<file path="src/rtl/cfr_pkg.sv">
// Shared types and constants of the CAN fragment reassembler.
// Item structs, controller/datapath command and status, result codes.
// No dependencies.
`default_nettype none

package cfr_pkg;

    // Sizing
    localparam int NUM_SLOTS     = 4;
    localparam int MAX_MSG_BYTES = 256;
    localparam int FRAME_BYTES   = 8;
    localparam int MAX_RESULTS   = 32;
    localparam int NUM_CFG       = 4;

    // Field widths fixed by the item formats
    localparam int SLOT_W  = 2;
    localparam int IDENT_W = 29;
    localparam int LEN_W   = 4;
    localparam int DATA_W  = 64;
    localparam int ID_W    = 16;
    localparam int FRAG_W  = 7;
    localparam int SIZE_W  = 9;
    localparam int EV_W    = 3;
    localparam int CFG_IDX_W = 2;

    // Derived widths
    localparam int LANE_W     = $clog2(FRAME_BYTES);
    localparam int POS_W      = $clog2(MAX_MSG_BYTES + 1);
    localparam int ROWF_W     = POS_W - LANE_W;
    localparam int ROW_W      = $clog2(MAX_MSG_BYTES / FRAME_BYTES);
    localparam int BANK_AW    = SLOT_W + ROW_W;
    localparam int BANK_DEPTH = NUM_SLOTS * MAX_MSG_BYTES / FRAME_BYTES;
    localparam int WCNT_W     = $clog2(MAX_RESULTS);
    localparam int NW_W       = WCNT_W + 1;

    // Register reset value
    localparam logic [SIZE_W-1:0] SIZE_RESET = SIZE_W'(8);

    // Opcodes
    localparam logic OP_FRAME   = 1'b0;
    localparam logic OP_RELEASE = 1'b1;

    // Result event codes
    localparam logic [EV_W-1:0] EV_IGNORED  = 3'd0;
    localparam logic [EV_W-1:0] EV_RESEQ    = 3'd1;
    localparam logic [EV_W-1:0] EV_STORED   = 3'd2;
    localparam logic [EV_W-1:0] EV_COMPLETE = 3'd3;
    localparam logic [EV_W-1:0] EV_DROPPED  = 3'd4;
    localparam logic [EV_W-1:0] EV_RELEASED = 3'd5;

    typedef struct packed {
        logic               opcode;
        logic [SLOT_W-1:0]  slot;
        logic [IDENT_W-1:0] frame_ident;
        logic [LEN_W-1:0]   frame_len;
        logic [DATA_W-1:0]  frame_payload;
    } in_item_t;

    typedef struct packed {
        logic [EV_W-1:0]   event_res;
        logic [SLOT_W-1:0] out_slot;
        logic [ID_W-1:0]   message_id;
        logic [DATA_W-1:0] data_word;
        logic [LEN_W-1:0]  word_bytes;
        logic              last;
    } out_item_t;

    // Controller to datapath
    typedef struct packed {
        logic load_in;
        logic eval;
        logic emit_word;
    } dp_cmd_t;

    // Datapath to controller
    typedef struct packed {
        logic out_free;
        logic multi;
        logic last_word;
    } dp_sts_t;

endpackage

`default_nettype wire

</file>
<file path="src/rtl/cfr_ctrl.sv">
// Sequencer of the CAN fragment reassembler: accept, evaluate, word readout.
// Depends on cfr_pkg.
`default_nettype none

module cfr_ctrl
    import cfr_pkg::*;
(
    input  wire logic    clk,
    input  wire logic    rst_n,
    input  wire logic    frame_valid,
    output logic         frame_stall,
    output dp_cmd_t      cmd,
    input  wire dp_sts_t sts
);

    typedef enum logic [1:0] {
        S_IDLE,
        S_EVAL,
        S_READ,
        S_EMIT
    } state_t;

    state_t state_reg;
    state_t state_next;

    // Take one item at a time
    assign frame_stall = (state_reg != S_IDLE);

    // Next state and commands
    always_comb
    begin
        state_next = state_reg;
        cmd        = '0;
        unique case (state_reg)
            S_IDLE:
            begin
                if (frame_valid)
                begin
                    cmd.load_in = 1'b1;
                    state_next  = S_EVAL;
                end
            end
            S_EVAL:
            begin
                if (sts.out_free)
                begin
                    cmd.eval   = 1'b1;
                    state_next = sts.multi ? S_READ : S_IDLE;
                end
            end
            S_READ:
            begin
                state_next = S_EMIT;
            end
            S_EMIT:
            begin
                if (sts.out_free)
                begin
                    cmd.emit_word = 1'b1;
                    state_next    = sts.last_word ? S_IDLE : S_READ;
                end
            end
            default:
            begin
                state_next = S_IDLE;
            end
        endcase
    end

    // Hold state
    always_ff @(posedge clk or negedge rst_n)
    begin
        if (!rst_n)
        begin
            state_reg <= S_IDLE;
        end
        else
        begin
            state_reg <= state_next;
        end
    end

endmodule

`default_nettype wire

</file>
<file path="config.mk">
export PLATFORM = sky130hd
export DESIGN_NAME = cfr_ctrl
export DESIGN_NICKNAME = d
export VERILOG_FILES = /design/src/rtl/cfr_pkg.sv /design/src/rtl/cfr_ctrl.sv
export SDC_FILE = /design/constraint.sdc
export NUM_CORES = 1
export LEC_CHECK = 0
export BUFFER_PORTS_ARGS = -buffer_cell sky130_fd_sc_hd__buf_2
export CAP_MARGIN = 20
export CORE_AREA = 2 2 39 41
export CTS_BUF_LIST = sky130_fd_sc_hd__clkbuf_16
export DETAILED_ROUTE_END_ITERATION = 10
export DIE_AREA = 0 0 41 43
export GPL_TIMING_DRIVEN = 0
export HOLD_SLACK_MARGIN = 0.08
export SETUP_SLACK_MARGIN = 0.1
export SYNTH_ARGS = -nofsm -noshare
export SYNTH_HDL_FRONTEND = slang
export SYNTH_SLANG_ARGS = --single-unit
</file>
<file path="constraint.sdc">
create_clock -name clk -period 1.1 [get_ports clk]
set_clock_uncertainty 0.2 [all_clocks]
set_input_delay 0.165 -clock clk [delete_from_list [all_inputs] [get_ports clk]]
set_output_delay 0.165 -clock clk [all_outputs]
set_load 0.1 [all_outputs]
</file>
# Yosys cells after proc, flatten, opt, wreduce, memory -nomap -nowiden
# Index checks and enable logic that the tools add are counted.
[word_totals] ff_bits=2 in_bits=6 out_inout_bits=4 elab_cells=21
[op_classes] eq_ne=6 muxes=11 reduce_logical=3
[op_table] operator="two-way mux 2 bit" n=5
[op_table] operator="one-hot mux 2 bit (4 select lines)" n=1
[op_table] operator="inequality test 2 bit, second input constant" n=3
[op_table] operator="two-way mux 1 bit" n=5
[op_table] operator="== test 2 bit, second input constant" n=2
[op_table] operator="AND reduction 3 bit" n=1
[op_table] operator="== test 2 x 1 -> 1 bit, second input constant" n=1
[op_table] operator="logical NOT 2 bit" n=1
[op_table] operator="nonzero test 2 bit" n=1

# Longest topological paths before layout
# Gate-level depths: netlist of run 1.
[logic_depth] ltp_word=3 mapped_depth=2 mapped_depth_nobuf=2

# Worst setup path after synthesis of run 1
# Ideal clock, no wire load.
[synth_path] path_type="reg2out" startpoint="register state_reg[1]" endpoint="output port cmd[2] (netlist bit)" arrival_time_ps=2075 required_time_ps=735 setup_slack_ps=-1340 stages_incl_launch_ff=3 n_path_buf=0 path_cell_list="dfrtp_1 > or2_4 > nor2_1"
[synth_lines] item="start, declared" line_no="cfr_ctrl.sv:23" rtl="state_t state_reg;"
[synth_lines] item="start signal, assigned" line_no="cfr_ctrl.sv:79" rtl="state_reg <= state_next;"
[synth_lines] item="end, declared" line_no="cfr_ctrl.sv:12" rtl="output dp_cmd_t cmd,"

==> flow_summary_export.csv, run 1 <==
group,metric,value,unit
place,gp_congestion,0.5331,
logic_synthesis,yosys_warnings,0,
hold_path,whs_endpoint,"state_reg[1]",
flow_run,maxCapViolations,0,
detailed_routing,drc,0,
detailed_routing,vias,149,
clock_tree,clk_path_buf_depth,2,
clock_tree,ctsHoldBuffers,1,
clock_tree,clock-sinks,2,
detailed_routing,dr.pass1.iters,2,
logic_synthesis,ys_seq_area_share,48.19,%
grt,antenna_found_initial,0,
timing,slew_headroom,89.04,%
grt,grt_use_total,5.723,%
hold_path,hp-class,"input port to flop",
logic_synthesis,synth-simple-area-share,26.51,%
layout,largest_reg_flops,2,
logic_synthesis,muxShareOfSynthArea,0,%
timing,clock.fmax,0.6565,GHz
power,pwr-share-clk,42.8,%
worst_setup_path,cp_slowest_cell,"dfrtp_1",
die,die_w,41,µm
power,p_leak,0.1583,nW
power,switchingPower,0.4457,mW
detailed_routing,wl_per_cell,9.023,µm
worst_setup_path,cp_top_family,"simple AND/OR/NAND/NOR gates",
logic_synthesis,synth_top_area_cell,"dfrtp_1",
hold_path,hold_start,"sts[0]",
layout,nNetsFinal,35,
clock_tree,clk_latency,220,ps
logic_synthesis,synth_nets,17,
worst_setup_path,worstSetupPathType,"flop to output port",
die,rows,14,
logic_synthesis,synthAdderAreaFrac,0,%
logic_synthesis,synth_cells,11,
power,power_density,3358,nW/µm²
worst_setup_path,arrival,1160,ps
timing,finalSetupViolCount,5,
die,start_util,7.505,%
timing,holdWs,-25.03,ps
worst_setup_path,cp-end-kind,"output port",
grt,grt_pass1_vias,171,
worst_setup_path,r2r-end,"state_reg[0]",
worst_setup_path,start_kind,"flop",
timing,period_share,138.5,%
timing,slew_viol_final,0,
worst_setup_path,rr_worst_depth,2,
place,numPortBuffers,9,
timing,period_needed,1523,ps
power,p_int,0.8062,mW
worst_setup_path,reg2reg_from,"state_reg[1]",
die,io_pins,10,
detailed_routing,totalWireLength,388,µm
clock_tree,cts_buffers,3,
logic_synthesis,synthTopCellsByArea,"dfrtp_1 48%, a41oi_1 8.4%, or2_4 8.4%",
hold_path,holdPathStages,2,
power,power_frac_comb,48.1,%
layout,diodes,0,
logic_synthesis,synth_xor_area_share,0,%
grt,grt_max_degree,5,
timing,hold_violations,2,
clock_tree,clkTransAtPathRegs,30,ps
status,status,"complete, but fails checks",
logic_synthesis,synth-compound-area-share,21.69,%
power,p_sw_share,35.60,%
logic_synthesis,syn-mean-instance-area,9.441,µm²
grt,grt_pass1_wl,586,µm
power,power_frac_seq,9.1,%
timing,tightest_slew,162.2,ps
clock_tree,ctsRootBufferMaster,"clkbuf_16",
logic_synthesis,ys_ff_latch,2,
worst_setup_path,cp_max_fo,3,
worst_setup_path,crit_chain,"or2_4 > nor2_4 > buf_12",
timing,rsz0062_at_grt,"true",
die,core_area,1384,µm²
logic_synthesis,synth_area,103.9,µm²
logic_synthesis,synth_top_family_by_area,"simple AND/OR/NAND/NOR gates",
detailed_routing,viasPerCell,3.465,
worst_setup_path,cp.required,730,ps
worst_setup_path,rrSetupSlack,-40,ps
logic_synthesis,synth_top_area_share,48.19,%
layout,drive_above_1_share,77.78,%
power,ir_drop,0.5476,mV
clock_tree,h-tree-depth,1,
die,die_h,43,µm
logic_synthesis,netlist-cell-type-count,9,
die,die_area,1763,µm²
detailed_routing,antenna_left,0,
layout,syn2layout_area_growth,259.0,%
worst_setup_path,crit_buf_inv,1,
timing,fin_ws,-423.3,ps
worst_setup_path,cp_slowest_stage_delay,370,ps
layout,nFillCells,147,
grt,grt-ovfl-total,0,
layout,utilization,26.94,%
status,violations,"hold timing, setup timing",
clock_tree,cts_tree,"built",
detailed_routing,drt_iter0_drc,4,
==> worst reg2reg max path: cells and delay by family (launching register included) <==
family / cells / cell delay (ps)
flip-flops: 1 / 370
AND/OR/NAND/NOR: 1 / 280
AO/OA/AOI/OAI: 1 / 180
==> logic make-up (layout without fill, tap and decap cells) <==
kind of cell           Yosys count  count (layout)
and+or+nand+nor                  5               5
DFF                              2               2
AOI/OAI and AO/OA                3               3
buffers and inverters            1              17
==> how the worst max path moves through the flow <==
stage	startpoint	endpoint	slack [ps]	cells after the start
floorplan	state_reg[1]	cmd[2]	-570	2
global placement	state_reg[1]	cmd[2]	-430	3
detailed placement	state_reg[1]	cmd[2]	-440	3
CTS	state_reg[1]	cmd[2]	-410	3
global route	state_reg[1]	cmd[2]	-450	3
finish	state_reg[1]	cmd[2]	-420	3
==> stage by stage <==
| stage | setup slack [ps] | area (µm²) | TNS [ps] | instances | power, mW |
|---|---|---|---|---|---|
| 2_1_floorplan | -568.6 | 113.9 | -1501 | 11 | 0.4334 |
| 3_3_place_gp | -428.6 | 178.9 | -1246 | 36 | 0.4775 |
| 3_5_place_dp | -435.5 | 178.9 | -1266 | 36 | 0.4789 |
| 4_1_cts | -412.9 | 357.8 | -1497 | 43 | 1.227 |
| 5_1_grt | -450.1 | 372.9 | -1654 | 43 | 1.305 |
| 6_report | -423.3 | 372.9 | -1522 | 43 | 1.252 |
==> power groups by stage <==
stage | Sequential (mW) | Clock [mW] | Combinational, mW
finish | 0.114 | 0.536 | 0.602
global route | 0.117 | 0.563 | 0.625
CTS | 0.113 | 0.544 | 0.570
detailed placement | 0.132 | 0 | 0.347
global placement | 0.131 | 0 | 0.347
floorplan | 0.126 | 0 | 0.307
==> per-layer routing <==
layer  routed length, µm  up-vias  GRT usage, %
li1                    -       74             -
met1                 131       70         3.215
met2                 217        5         9.063
met3                  39        0         4.712
met4                   0        0         6.000
met5                   0        -             0
==> timing repair <==
item                                    in CTS  in global routing
endpoints found under the setup margin       5                  6
setup buffers                                3                  0
hold endpoints to repair                     4                  4
pin swaps                                    1                  1
resized for setup                           19                  1
==> synthesized netlist by cell type <==
library cell,n
and3_2,1
a41oi_1,1
o21a_1,1
dfrtp_1,2
a31oi_1,1
or2_4,1
nor2_1,2
nand2_1,1
inv_1,1
==> cells in the final DEF (no fill, tap or decap), drive strengths merged <==
master / instances
a31oi: 1
nor2: 2
o21a: 1
a41oi: 1
dlygate4sd3: 1
dfrtp: 2
clkbuf: 3
buf: 12
inv: 1
and3: 1
nand2: 1
or2: 1
==> cell type report <==
type	count	area [µm²]	share of cell area [%]
well taps	16	20.02	5.369
multi-input cells	8	86.33	23.15
inverters	1	3.754	1.007
clock buffers	3	75.07	20.13
flip-flops and latches	2	50.05	13.42
repair buffers	13	137.6	36.91
Power figures use the tool's default switching activity.
==> inputs of run 2 (changes only) <==
--- a/config.mk
+++ b/config.mk
@@ -13,7 +13,6 @@
 export DIE_AREA = 0 0 41 43
 export GPL_TIMING_DRIVEN = 0
 export HOLD_SLACK_MARGIN = 0.08
-export SETUP_SLACK_MARGIN = 0.1
 export SYNTH_ARGS = -nofsm -noshare
 export SYNTH_HDL_FRONTEND = slang
 export SYNTH_SLANG_ARGS = --single-unit
==> run 2 against run 1 <==
Against the previous run: the run still ends with hold timing, setup timing left; worst setup slack hardly changed; fmax hardly changed; sequential power hardly changed; hold slack better by 21 ps; register-to-register slack hardly changed; sequential share of layout area is 0.31 points lower; wire length is 2.6% higher; first-iteration DRC count stayed put; global-route usage stayed put; cell area is 2.3% higher; flip-flop and latch count stayed put; cell count is 2.3% higher; critical path type unchanged.
==> flow_summary_export.csv, run 2 (same netlist as run 1, synthesis figures left out) <==
group,metric,value,unit
status,status,"complete, but fails checks",
power,power_frac_comb,47.9,%
flow_run,maxCapViolations,0,
layout,syn2layout_area_growth,267.5,%
place,place_area,178.9,µm²
worst_setup_path,arrival,1160,ps
layout,diodes,0,
die,io_pins,10,
die,start_util,7.505,%
grt,antenna_found_initial,0,
clock_tree,clkTransAtPathRegs,30,ps
grt,grt-ovfl-total,0,
die,die_w,41,µm
place,numPortBuffers,9,
detailed_routing,antenna_left,0,
layout,seq_area,50.05,µm²
die,die_h,43,µm
power,p_sw_share,35.46,%
clock_tree,h-tree-depth,1,
timing,slew_headroom,89.95,%
detailed_routing,viasPerCell,3.500,
detailed_routing,totalWireLength,398,µm
worst_setup_path,cp_max_fo,3,
clock_tree,clk_path_buf_depth,2,
layout,largest_reg_flops,2,
worst_setup_path,cp.required,730,ps
power,pwr-share-clk,43.0,%
die,die_area,1763,µm²
die,core_area,1384,µm²
status,violations,"hold timing, setup timing",
timing,slew_viol_final,0,
timing,period_needed,1523,ps
timing,holdWs,-4.020,ps
clock_tree,clock-sinks,2,
timing,fin_ws,-423.2,ps
timing,hold_violations,1,
timing,rsz0062_at_grt,"true",
detailed_routing,drc,0,
place,gp_congestion,0.5331,
power,power_density,3270,nW/µm²
power,p_int,0.8053,mW
layout,multi_input_area,85.08,µm²
layout,drive_above_1_share,78.57,%
grt,grt_pass1_vias,171,
grt,grt_pass1_wl,586,µm
clock_tree,cts_buffers,3,
detailed_routing,vias,154,
layout,nNetsFinal,36,
timing,period_share,138.5,%
clock_tree,cts_tree,"built",
layout,final_cell_area,381.6,µm²
detailed_routing,dr.pass1.iters,2,
timing,finalSetupViolCount,5,
die,rows,14,
power,switchingPower,0.4425,mW
clock_tree,ctsHoldBuffers,2,
timing,clock.fmax,0.6565,GHz
hold_path,hp-class,"input port to flop",
grt,grt_use_total,5.723,%
timing,tightest_slew,150.3,ps
grt,grt_max_degree,5,
clock_tree,ctsRootBufferMaster,"clkbuf_16",
power,ir_drop,0.5447,mV
clock_tree,clk_latency,220,ps
layout,nFillCells,148,
power,power_frac_seq,9.1,%
detailed_routing,wl_per_cell,9.045,µm
layout,mostFrequentLayoutCells,"5 x buf_2, 4 x buf_12, 3 x clkbuf_16, 3 x buf_4",
power,p_leak,0.1621,nW
layout,final_common_cell,"buf_2",
worst_setup_path,cp-end-kind,"output port",
worst_setup_path,worstSetupPathType,"flop to output port",
worst_setup_path,start_kind,"flop",
detailed_routing,drt_iter0_drc,4,
## run 2: layout make-up
class                      instances  area share (%)
clock buffer                       3           19.67
inverter                           1          0.9836
multi-input combinational          8           22.30
sequential                         2           13.11
tap                               16           5.246
timing repair buffer              14           38.69
## run 2: critical path: stages, from the launching register on
cell,delay [ps]
dfrtp_1,370
or2_4,280
nor2_4,110
buf_12,180
## run 2: final timing paths
path | cells past startpoint | end | slack, ps | start
setup / recovery | 3 | cmd[2] | -420 | state_reg[1]
hold / removal | 2 | state_reg[0] | -4 | frame_valid
setup reg to reg | 2 | state_reg[0] | -40 | state_reg[1]
hold reg to reg | 2 | state_reg[1] | 400 | state_reg[1]
max in group asynchronous | 2 | state_reg[0] | 540 | rst_n
min in group asynchronous | 2 | state_reg[1] | 70 | rst_n
## run 2: layer usage
metal | global-route usage (%) | wire length [µm] | vias to the layer above
li1 | - | - | 75
met1 | 3.215 | 133 | 74
met2 | 9.063 | 230 | 5
met3 | 4.712 | 34 | 0
met4 | 6.000 | 0 | 0
met5 | 0 | 0 | -
## run 2: power by group through the flow
stage / registers, mW / clock network, mW / logic (mW)
after CTS: 0.113 / 0.544 / 0.573
after floorplan: 0.126 / 0 / 0.307
final: 0.114 / 0.536 / 0.598
after global routing: 0.117 / 0.563 / 0.621
after global placement: 0.131 / 0 / 0.347
after detailed placement: 0.132 / 0 / 0.347
## run 2: through the flow
stage	worst slack, ps	instances	power [mW]	utilization, %	setup TNS (ps)
2_1_floorplan	-568.6	11	0.4334	-	-1501
3_3_place_gp	-428.6	36	0.4775	12.93	-1246
3_5_place_dp	-435.5	36	0.4789	12.93	-1266
4_1_cts	-412.9	44	1.230	26.58	-1497
5_1_grt	-450.1	44	1.301	27.58	-1649
6_report	-423.2	44	1.248	27.58	-1518
## run 2: what timing repair did
| item | in CTS | in global routing |
|---|---|---|
| setup buffers | 3 | 0 |
| endpoints found under the hold margin | 4 | 4 |
| setup endpoints to repair | 5 | 6 |
| resized for setup | 19 | 2 |
| pin swaps | 1 | 1 |
